--- config.mk ---
export PLATFORM = sky130hd
export DESIGN_NAME = uri_percent_codec_flat
export DESIGN_NICKNAME = d
export VERILOG_FILES = /design/src/rtl/uripct_pkg.sv /design/src/rtl/uripct_ifs.sv /design/src/rtl/uripct_conv.sv /design/src/rtl/uri_percent_codec.sv /design/src/flat_wrapper.sv
export SDC_FILE = /design/constraint.sdc
export NUM_CORES = 1
export LEC_CHECK = 0
export BUFFER_PORTS_ARGS = -buffer_cell sky130_fd_sc_hd__buf_2
export CAP_MARGIN = 40
export CORE_ASPECT_RATIO = 0.7
export CORE_MARGIN = 3
export CORE_UTILIZATION = 30
export DETAILED_ROUTE_END_ITERATION = 12
export GPL_ROUTABILITY_DRIVEN = 0
export GPL_TIMING_DRIVEN = 0
export SETUP_SLACK_MARGIN = 0.02
export SYNTH_ARGS = -nofsm -noshare
export SYNTH_HDL_FRONTEND = slang
export SYNTH_HIERARCHICAL = 1
export SYNTH_SLANG_ARGS = --single-unit
--- constraint.sdc ---
create_clock -name clk -period 3.4 [get_ports clk]
set_clock_uncertainty 0.1 [all_clocks]
set_input_delay 0.85 -clock clk [delete_from_list [all_inputs] [get_ports clk]]
set_output_delay 0.85 -clock clk [all_outputs]
set_load 0.02 [all_outputs]
--- src/rtl/uripct_pkg.sv ---
`timescale 1ns / 1ps

package uripct_pkg;

  localparam logic [7:0] PCT_CHAR   = 8'h25;
  localparam logic [3:0] LOW_NIBBLE = 4'hF;
  localparam int unsigned GRP_MAX   = 3;

  // Result group produced by one accepted input byte (byte 0 goes out first)
  typedef struct packed {
    logic [1:0]              cnt;
    logic [GRP_MAX-1:0][7:0] bytes;
    logic                    last;
  } grp_t;

  // Hex digit of either case
  function automatic logic is_hex(input logic [7:0] b);
    is_hex = (b >= 8'h30 && b <= 8'h39) || (b >= 8'h41 && b <= 8'h46) ||
             (b >= 8'h61 && b <= 8'h66);
  endfunction

  // Value of a hex digit; letters have bit 6 set and low nibble 1..6
  function automatic logic [3:0] hex_val(input logic [7:0] b);
    hex_val = b[6] ? (b[3:0] + 4'd9) : b[3:0];
  endfunction

  function automatic logic unreserved(input logic [7:0] b);
    unreserved = (b >= 8'h41 && b <= 8'h5A) || (b >= 8'h61 && b <= 8'h7A) ||
                 (b >= 8'h30 && b <= 8'h39) || b == 8'h2D || b == 8'h2E ||
                 b == 8'h5F || b == 8'h7E;
  endfunction

  // Uppercase hex character for a nibble
  function automatic logic [7:0] hex_char(input logic [3:0] nib);
    hex_char = (nib < 4'd10) ? (8'h30 + {4'h0, nib}) : (8'h37 + {4'h0, nib});
  endfunction

endpackage

--- src/rtl/uripct_ifs.sv ---
`timescale 1ns / 1ps

// Source byte stream
interface uripct_in_if;
  logic       valid;
  logic       ready;
  logic [7:0] in_byte;
  logic       in_last;

  modport source (output valid, in_byte, in_last, input ready);
  modport sink (input valid, in_byte, in_last, output ready);
endinterface

// Converted byte stream
interface uripct_out_if;
  logic       valid;
  logic       ready;
  logic [7:0] out_byte;
  logic       out_last;

  modport source (output valid, out_byte, out_last, input ready);
  modport sink (input valid, out_byte, out_last, output ready);
endinterface

--- src/rtl/uripct_conv.sv ---
`timescale 1ns / 1ps

// Mode register, escape hold state and the per-byte conversion logic.
module uripct_conv (
  input  logic              clk,
  input  logic              rst,
  input  logic              cfg_we,
  input  logic              cfg_wdata,
  input  logic              take,
  input  logic [7:0]        in_byte,
  input  logic              in_last,
  output uripct_pkg::grp_t  grp
);
  import uripct_pkg::*;

  typedef enum logic [1:0] {
    HELD_NONE  = 2'd0,
    HELD_PCT   = 2'd1,
    HELD_DIGIT = 2'd2
  } held_t;

  logic       mode;
  held_t      held_count;
  held_t      held_count_next;
  logic [7:0] held_digit;
  logic [7:0] held_digit_next;
  logic       new_pct;

  // A '%' that is not the last byte starts a new escape
  assign new_pct = (in_byte == PCT_CHAR) && !in_last;

  // Conversion of one byte into up to three result bytes
  always_comb begin
    held_count_next = HELD_NONE;
    held_digit_next = held_digit;
    grp.cnt         = 2'd0;
    grp.bytes       = '0;
    grp.last        = in_last;
    if (!mode) begin
      if (unreserved(in_byte)) begin
        grp.cnt      = 2'd1;
        grp.bytes[0] = in_byte;
      end else begin
        grp.cnt      = 2'd3;
        grp.bytes[0] = PCT_CHAR;
        grp.bytes[1] = hex_char(in_byte[7:4] & LOW_NIBBLE);
        grp.bytes[2] = hex_char(in_byte[3:0] & LOW_NIBBLE);
      end
    end else begin
      case (held_count)
        HELD_PCT: begin
          grp.bytes[0] = PCT_CHAR;
          grp.bytes[1] = in_byte;
          if (is_hex(in_byte) && !in_last) begin
            held_count_next = HELD_DIGIT;
            held_digit_next = in_byte;
          end else if (!is_hex(in_byte) && new_pct) begin
            held_count_next = HELD_PCT;
            grp.cnt         = 2'd1;
          end else begin
            grp.cnt = 2'd2;
          end
        end
        HELD_DIGIT: begin
          if (is_hex(in_byte)) begin
            grp.cnt      = 2'd1;
            grp.bytes[0] = {hex_val(held_digit), hex_val(in_byte)};
          end else begin
            grp.bytes[0] = PCT_CHAR;
            grp.bytes[1] = held_digit;
            grp.bytes[2] = in_byte;
            if (new_pct) begin
              held_count_next = HELD_PCT;
              grp.cnt         = 2'd2;
            end else begin
              grp.cnt = 2'd3;
            end
          end
        end
        default: begin
          grp.bytes[0] = in_byte;
          if (new_pct) begin
            held_count_next = HELD_PCT;
          end else begin
            grp.cnt = 2'd1;
          end
        end
      endcase
    end
  end

  // Mode and hold state; a mode write drops anything held
  always_ff @(posedge clk) begin
    if (rst) begin
      mode       <= 1'b0;
      held_count <= HELD_NONE;
      held_digit <= '0;
    end else if (cfg_we) begin
      mode       <= cfg_wdata;
      held_count <= HELD_NONE;
    end else if (take) begin
      held_count <= held_count_next;
      held_digit <= held_digit_next;
    end
  end

`ifndef SYNTHESIS
  // Encode mode never holds bytes
  a_encode_no_hold: assert property (@(posedge clk) disable iff (rst)
    !mode |-> held_count == HELD_NONE)
    else $error("hold state set in encode mode");

  // A held digit is always a hex digit
  a_digit_hex: assert property (@(posedge clk) disable iff (rst)
    held_count == HELD_DIGIT |-> is_hex(held_digit))
    else $error("held digit is not hex");

  // A config write always clears the hold state
  a_cfg_clear: assert property (@(posedge clk) disable iff (rst)
    cfg_we |=> held_count == HELD_NONE)
    else $error("hold state survived mode write");
`endif

endmodule

--- src/rtl/uri_percent_codec.sv ---
`timescale 1ns / 1ps
// A result group is registered; its first byte appears in the cycle after its
// input byte's transfer. Output runs at one byte per cycle while the sink is
// ready. A new input byte is taken when no group is pending or as the final
// byte of a group goes out. Decode bytes that are only held give no output.
// Reset (rst, synchronous, active high): mode = encode, nothing held, no output.
module uri_percent_codec (
  input  logic             clk,
  input  logic             rst,
  input  logic             cfg_we,
  input  logic             cfg_wdata,
  uripct_in_if.sink        src,
  uripct_out_if.source     dst
);
  import uripct_pkg::*;

  grp_t                    grp_new;
  logic                    take;
  logic                    fin;
  logic                    g_valid;
  logic [1:0]              g_cnt;
  logic [1:0]              g_idx;
  logic [GRP_MAX-1:0][7:0] g_bytes;
  logic                    g_last;

  uripct_conv u_conv (
    .clk       (clk),
    .rst       (rst),
    .cfg_we    (cfg_we),
    .cfg_wdata (cfg_wdata),
    .take      (take),
    .in_byte   (src.in_byte),
    .in_last   (src.in_last),
    .grp       (grp_new)
  );

  // Current byte is the final one of its group
  assign fin       = (g_idx == g_cnt - 2'd1);
  assign src.ready = !g_valid || (dst.ready && fin);
  assign take      = src.valid && src.ready;

  // Output side reads straight from the group register
  assign dst.valid    = g_valid;
  assign dst.out_last = g_last && fin;
  always_comb begin
    case (g_idx)
      2'd0:    dst.out_byte = g_bytes[0];
      2'd1:    dst.out_byte = g_bytes[1];
      2'd2:    dst.out_byte = g_bytes[2];
      default: dst.out_byte = g_bytes[0];
    endcase
  end

  // Group register: load on input transfer, step on output transfer
  always_ff @(posedge clk) begin
    if (rst) begin
      g_valid <= 1'b0;
      g_idx   <= '0;
      g_cnt   <= '0;
    end else if (take) begin
      g_valid <= (grp_new.cnt != 2'd0);
      g_idx   <= '0;
      g_cnt   <= grp_new.cnt;
    end else if (dst.valid && dst.ready) begin
      if (fin) begin
        g_valid <= 1'b0;
      end else begin
        g_idx <= g_idx + 2'd1;
      end
    end
  end

  always_ff @(posedge clk) begin
    if (take) begin
      g_bytes <= grp_new.bytes;
      g_last  <= grp_new.last;
    end
  end

`ifndef SYNTHESIS
  // A pending group is never empty and its index stays in range
  a_grp_range: assert property (@(posedge clk) disable iff (rst)
    g_valid |-> (g_cnt != 2'd0 && g_idx < g_cnt))
    else $error("group index out of range");

  // A transfer in the middle of a group keeps the group pending
  a_grp_hold: assert property (@(posedge clk) disable iff (rst)
    (dst.valid && dst.ready && !fin) |=> (g_valid && g_idx == $past(g_idx) + 2'd1))
    else $error("group dropped before its final byte");

  // New input only overwrites a group that is finishing this cycle
  a_no_overrun: assert property (@(posedge clk) disable iff (rst)
    (take && g_valid) |-> (dst.ready && fin))
    else $error("group overwritten before drained");
`endif

endmodule

--- src/flat_wrapper.sv ---
// flat-port wrapper written by rule: the top's interface ports become plain ports
module uri_percent_codec_flat import uripct_pkg::*;
  (clk, rst, cfg_we, cfg_wdata, src_valid, src_in_byte, src_in_last, src_ready, dst_valid, dst_out_byte, dst_out_last, dst_ready);
  uripct_in_if src_i ();
  uripct_out_if dst_i ();
  input  logic clk;
  input  logic rst;
  input  logic cfg_we;
  input  logic cfg_wdata;
  input wire logic [$bits(src_i.valid)-1:0] src_valid;
  input wire logic [$bits(src_i.in_byte)-1:0] src_in_byte;
  input wire logic [$bits(src_i.in_last)-1:0] src_in_last;
  output wire logic [$bits(src_i.ready)-1:0] src_ready;
  output wire logic [$bits(dst_i.valid)-1:0] dst_valid;
  output wire logic [$bits(dst_i.out_byte)-1:0] dst_out_byte;
  output wire logic [$bits(dst_i.out_last)-1:0] dst_out_last;
  input wire logic [$bits(dst_i.ready)-1:0] dst_ready;
  assign src_i.valid = src_valid;
  assign src_i.in_byte = src_in_byte;
  assign src_i.in_last = src_in_last;
  assign src_ready = src_i.ready;
  assign dst_valid = dst_i.valid;
  assign dst_out_byte = dst_i.out_byte;
  assign dst_out_last = dst_i.out_last;
  assign dst_i.ready = dst_ready;
  uri_percent_codec u_core (.clk(clk), .rst(rst), .cfg_we(cfg_we), .cfg_wdata(cfg_wdata), .src(src_i), .dst(dst_i));
endmodule
After elaboration in Yosys (flattened, before gate mapping)

Cells that the tools add are included.

Flip-flop bits (word level): 41
Latch bits: 0
Bits in writable memories: 0
Memory bits (read-only): 0
Input port bits: 15
Output and inout port bits: 11
Logic and storage cells: 101
Memories: 0

$add $sub $neg: 8
Multiply operators: 0
Divide/modulo/power cells: 0
Magnitude comparators: 10
Equality and inequality tests: 10
Shift operators: 0
Muxes and demuxes: 29
Bitwise operators: 2
Reduce and logical (&&, ||, !) cells: 32

Operator list:

| kind                                                              | number |
|---|---|
| one-hot mux 8 bit (2 select lines)                                | 3 |
| <= comparator 8 x 7 -> 1 bit, second input constant               | 4 |
| adder 6 x 4 -> 7 bit, first input constant                        | 4 |
| 2-to-1 mux 26 bit                                                 | 1 |
| equality test 8 x 6 -> 1 bit, second input constant               | 3 |
| 2-to-1 mux 8 bit                                                  | 3 |
| equality test 8 x 7 -> 1 bit, second input constant               | 2 |
| greater-or-equal comparator 8 x 7 -> 1 bit, second input constant | 2 |
| 2-to-1 mux 16 bit                                                 | 1 |
| 2-to-1 mux 15 bit                                                 | 1 |
| 2-to-1 mux 7 bit                                                  | 2 |
| logical AND 1 bit                                                 | 12 |
| 2-to-1 mux 2 bit                                                  | 6 |
| logical OR 1 bit                                                  | 9 |
| adder 4 bit, second input constant                                | 2 |
| greater-or-equal comparator 8 x 6 -> 1 bit, second input constant | 1 |
| <= comparator 8 x 6 -> 1 bit, second input constant               | 1 |
| less-than comparator 4 bit, second input constant                 | 2 |
| 2-to-1 mux 1 bit                                                  | 8 |
| 2-to-1 mux 4 bit                                                  | 2 |
| one-hot mux 2 bit (2 select lines)                                | 2 |
| nonzero test 2 bit                                                | 3 |
| AND reduction 5 bit                                               | 1 |
| equality test 2 x 1 -> 1 bit, second input constant               | 2 |
| 8 further kinds                                                   | 14 |

Logic depth before layout (Yosys ltp)

Depth after elaboration: 12
Mapped depth: 13
Depth with buffers taken out: 11

Cells and area by module

Netlist, hierarchy kept.

Modules (own cells, without submodules):

| module            | instances | cells each | area an instance (um2) | seq. area each (um2) |
|---|---|---|---|---|
| uripct_conv       | 1         | 217        | 1612.8                 | 220.2 |
| uri_percent_codec | 1         | 93         | 1258.7                 | 850.8 |

Worst setup path before layout

OpenSTA, ideal clock, no wires.

Kind: input to register
Start: input src_in_byte[1]
End: register u_core/g_bytes[3] in the netlist's numbering, data pin
Library setup time: 0.255 ns
Arrival time: 3.021 ns
Data required time: 3.045 ns
Path slack: 0.024 ns
Stages on the path: 10
Path buffers: 3
Path through: clkbuf_1 inv_1 ha_1 or4b_4 a311oi_2 o32a_1 nand3_1 buf_2 buf_2 a31o_1

RTL lines:

| element              | RTL line                | source |
|---|---|---|
| start, declared      | flat_wrapper.sv:11      | `input wire logic [$bits(src_i.in_byte)-1:0] src_in_byte;` |
| end signal, assigned | uri_percent_codec.sv:75 | `g_bytes <= grp_new.bytes;` |
| end, declared        | uri_percent_codec.sv:23 | `logic [GRP_MAX-1:0][7:0] g_bytes;` |

==> results.txt <==
Status - complete, no violations
Share of final-layout standard cells stronger than drive strength 1 - 17.1%
Remaining global-route overflow - 0
Number of warnings printed during yosys synthesis - 6
FF-to-FF Start - u_core/g_idx[1]
Synth-to-Final Area Change - 18.0%
Die width - 123 um
Share of synthesized registers carrying an async set or reset - 0%
Leak pwr - 1.33 nW
Via Count - 2517
Number of buffers on the longest clock path - 2
Crit start category - primary input
Initial standard-cell utilization of the core - 31.3%
Antenna cells - 0
# nets final - 373
# hold bufs at CTS - 0
Leading cell type in the layout, fill and taps excluded - sky130_fd_sc_hd__buf_2
Kind of cell adding the most delay to the critical path - simple AND/OR/NAND/NOR gates
Dominant combinational cell family by area after synthesis - compound AO/OA/AOI/OAI gates
Commonest non-fill, non-tap cells in the layout - sky130_fd_sc_hd__buf_2, sky130_fd_sc_hd__edfxtp_1, sky130_fd_sc_hd__nand2_1
Busiest layer in global routing - met1
Arithmetic-cell share of the synthesized area counting full adders, half adders and majority gates - 6.10%
Finish-stage setup viols - 0
Clock tree from TritonCTS - done
I/O Buffers - 24
Height of the die - 87.9 um
Sinks on Clock Net - 41
Remaining antenna violation count after routing - 0
Final Cycle Share - 96.5%
Min-delay src - u_core/u_conv/held_digit[5]
Number of buffers and inverters on the critical path - 5
Synthesized-area fraction occupied by ao, oa, aoi and oai cells - 22.5%
Routing usage on met2 - 21.2%
Synthesized cell area - 2870 um^2
Post-detailed-placement half-perimeter wirelength - 5.70 mm
Maximum cell stage delay along the critical path - 0.51 ns
Achievable Freq - 305 MHz
Worst setup path category - primary input to flip-flop
CP max stage cell - sky130_fd_sc_hd__or4b_4
Remaining design rule violation count - 0
Maximum Capacitance Violations - 0
Hold-critical path depth - 2
P per Cell Area - 408 nW/um^2
Transition at the pin with the smallest max-transition slack - 0.602 ns
Largest fanout on the critical path - 10
Unrepaired setup endpoints after global routing - false
Most used cell, CP - sky130_fd_sc_hd__buf_4
Simple-Gate Fraction of Synth Area - 20.7%
Core region area - 9180 um^2
Data arrival time of the critical path - 3.33 ns
Pin count of the biggest net entering global routing - 35
Share of cell area taken by muxes after synthesis - 4.92%
Power, Total - 0.00138 W
Destination of the worst register-to-register timing path - u_core/u_conv/held_digit[3]
Data required, critical path - 3.45 ns
Average wire per standard cell - 16.5 um
Global-route met1 utilization - 22.6%
# H-tree levels - 2
Sequential share of the synthesized area - 37.3%
Post-Syn Instances - 310
Endpoint of the worst hold-timing path - u_core/u_conv/held_digit[5]
Detail-routed via count per cell - 5.37
Synthesized Nets - 339
Number of global-route vias before repair - 2355
Final WL - 7.75 mm
IO Pins - 26
Number of rows created at floorplan - 29
Overall global routing resource usage - 14.9%
#FFs+latches synth - 41
DRT iter0 DRCs - 231
Peak supply drop - 0.000206 V
Worst path cell trace - clkbuf_4 > buf_8 > inv_1 > ha_2 > or4b_4 > a311oi_4 > a21oi_2 > nor3_4 > buf_4 > and3_1 > buf_4 > a221o_1
Relative slew slack - 59.3%
Hold WC Path Type - flip-flop to flip-flop
Number of synthesized flops with an enable pin - 25
Die ar. - 10800 um^2
Clock tree root buffer cell - sky130_fd_sc_hd__clkbuf_16
Count of distinct cell types in the synthesized netlist - 62
TritonCTS buffer count - 5
Clock-pin slew reported for the worst setup and hold paths after clock tree synthesis - 0.06 ns
Max Transition Viols Final - 0
Final count of hold timing violations - 0
R2R depth - 9
Antenna violations before repair - 0
Clock period minus worst slack - 3.28 ns
Met3 Use GR - 4.33%
Synthesized area divided by synthesized cell count - 9.26 um^2
Setup tns final - 0 ns
R2R Setup Slk - 0.91 ns
First-pass GRT wire length - 12.5 mm
XOR/XNOR share of the synthesized area - 2.40%
Finished Core Util - 36.9%
Predominant post-synthesis flop cell - sky130_fd_sc_hd__edfxtp_1
First-pass iteration count of the detailed router - 4
Clock insertion delay at the later pin of the skew report - 0.29 ns
Kind of end point of the critical path - flip-flop
[worst reg2reg max path, cell delays in order (launching register included)]
cell                       delay [ns]
sky130_fd_sc_hd__dfxtp_1         0.36
sky130_fd_sc_hd__xnor2_2         0.30
sky130_fd_sc_hd__mux2i_1         0.29
sky130_fd_sc_hd__or2_1           0.15
sky130_fd_sc_hd__buf_6           0.29
sky130_fd_sc_hd__nand4b_1        0.18
sky130_fd_sc_hd__nor2_1          0.23
sky130_fd_sc_hd__o31ai_4         0.20
sky130_fd_sc_hd__mux2i_1         0.21
sky130_fd_sc_hd__nor2_1          0.06
[through the flow]
stage	instance area [um^2]	std cells	hold WS, ns	setup WS [ns]
5_1_grt	3390	469	0.420	0.0341
6_report	3390	469	0.410	0.118
4_1_cts	3370	469	0.407	0.0237
3_5_place_dp	3150	458	0.392	-0.665
3_3_place_gp	3150	458	0.376	-0.648
2_1_floorplan	2870	310	0.364	0.0238
[layer usage]
layer  vias to the layer above  wire [um]
met3                         5        483
met4                         0         23
met5                         -          0
met1                      1219       4050
li1                       1229          -
met2                        64       3200
[synth_stat cells, drive strengths merged (2+ instances only)]
cell type	count	area (um^2)
nor3	6	41.3
or4b	2	23.8
a32oi	3	26.3
and2	4	25.0
clkbuf	15	56.3
inv	14	52.6
nand2	23	86.3
nor2b	13	81.3
o2111ai	2	17.5
and3	3	18.8
xor2	3	26.3
o2bb2ai	3	26.3
o31ai	7	66.3
a21o	5	37.5
o32a	2	20.0
o211ai	4	30.0
dfxtp	16	320
nor4	3	33.8
ha	14	175
nand4b	3	26.3
o21ai	22	110
a311oi	3	32.5
a21oi	15	78.8
nand4	4	25.0
buf	9	63.8
and3b	2	17.5
a221o	7	70.1
a22oi	9	67.6
nand2b	5	31.3
xnor2	4	42.6
edfxtp	25	751
a31o	2	17.5
nor2	22	82.6
mux2i	13	130
or2	2	12.5
nand3	8	40.0
or3	2	12.5
[sequential cells by signal, summed over array words and instances, names as in the netlist]
register,cells
u_core/g_bytes,24
u_core/u_conv/held_digit,8
u_core/g_cnt,2
u_core/g_idx,2
u_core/u_conv/held_count,2
u_core/dst.valid,1
u_core/g_last,1
u_core/u_conv/mode,1
[cells by family (layout without fill, tap and decap cells)]
kind of cell,count (synthesis),in the layout
xor+xnor,7,7
simple gates,106,106
compound gates,90,90
mux,14,14
flops,41,41
buf+inv,38,73
fa+ha+maj,14,14
[how the worst max path moves through the flow]
stage | from | end | slack, ns | cells past startpoint
finish | src_in_byte[1] | u_core/g_bytes[13] | 0.12 | 12
global placement | src_in_byte[1] | u_core/g_bytes[5] | -0.65 | 11
floorplan | src_in_byte[1] | u_core/g_bytes[3] | 0.02 | 10
detailed placement | src_in_byte[1] | u_core/g_cnt[1] | -0.67 | 13
CTS | src_in_byte[1] | u_core/g_bytes[13] | 0.02 | 12
global route | src_in_byte[1] | u_core/g_bytes[0] | 0.03 | 12
[power breakdown]
part | leakage, nW | internal [W] | switching, W
clock network | 0.0800 | 0.000347 | 0.000196
logic | 0.871 | 0.0000957 | 0.000164
registers | 0.375 | 0.000567 | 0.0000143
[area by class of cell]
cell class	count	area, um^2
flip-flops and latches	41	1070
multi-input cells	231	1660
repair buffers	28	153
fillers	969	5790
clock buffers	5	125
plain buffers	23	128
clock inverters	3	46.3
inverters	14	52.6
well taps	124	155
[repair_timing]
action | 4_1_cts | 5_1_grt
endpoints found under the setup margin | 37 | 27
resized for setup | 7 | 7
buffers inserted | 4 | 0
cloned | 0 | 0
pin swaps | 1 | 2
Power figures use the tool's default switching activity.
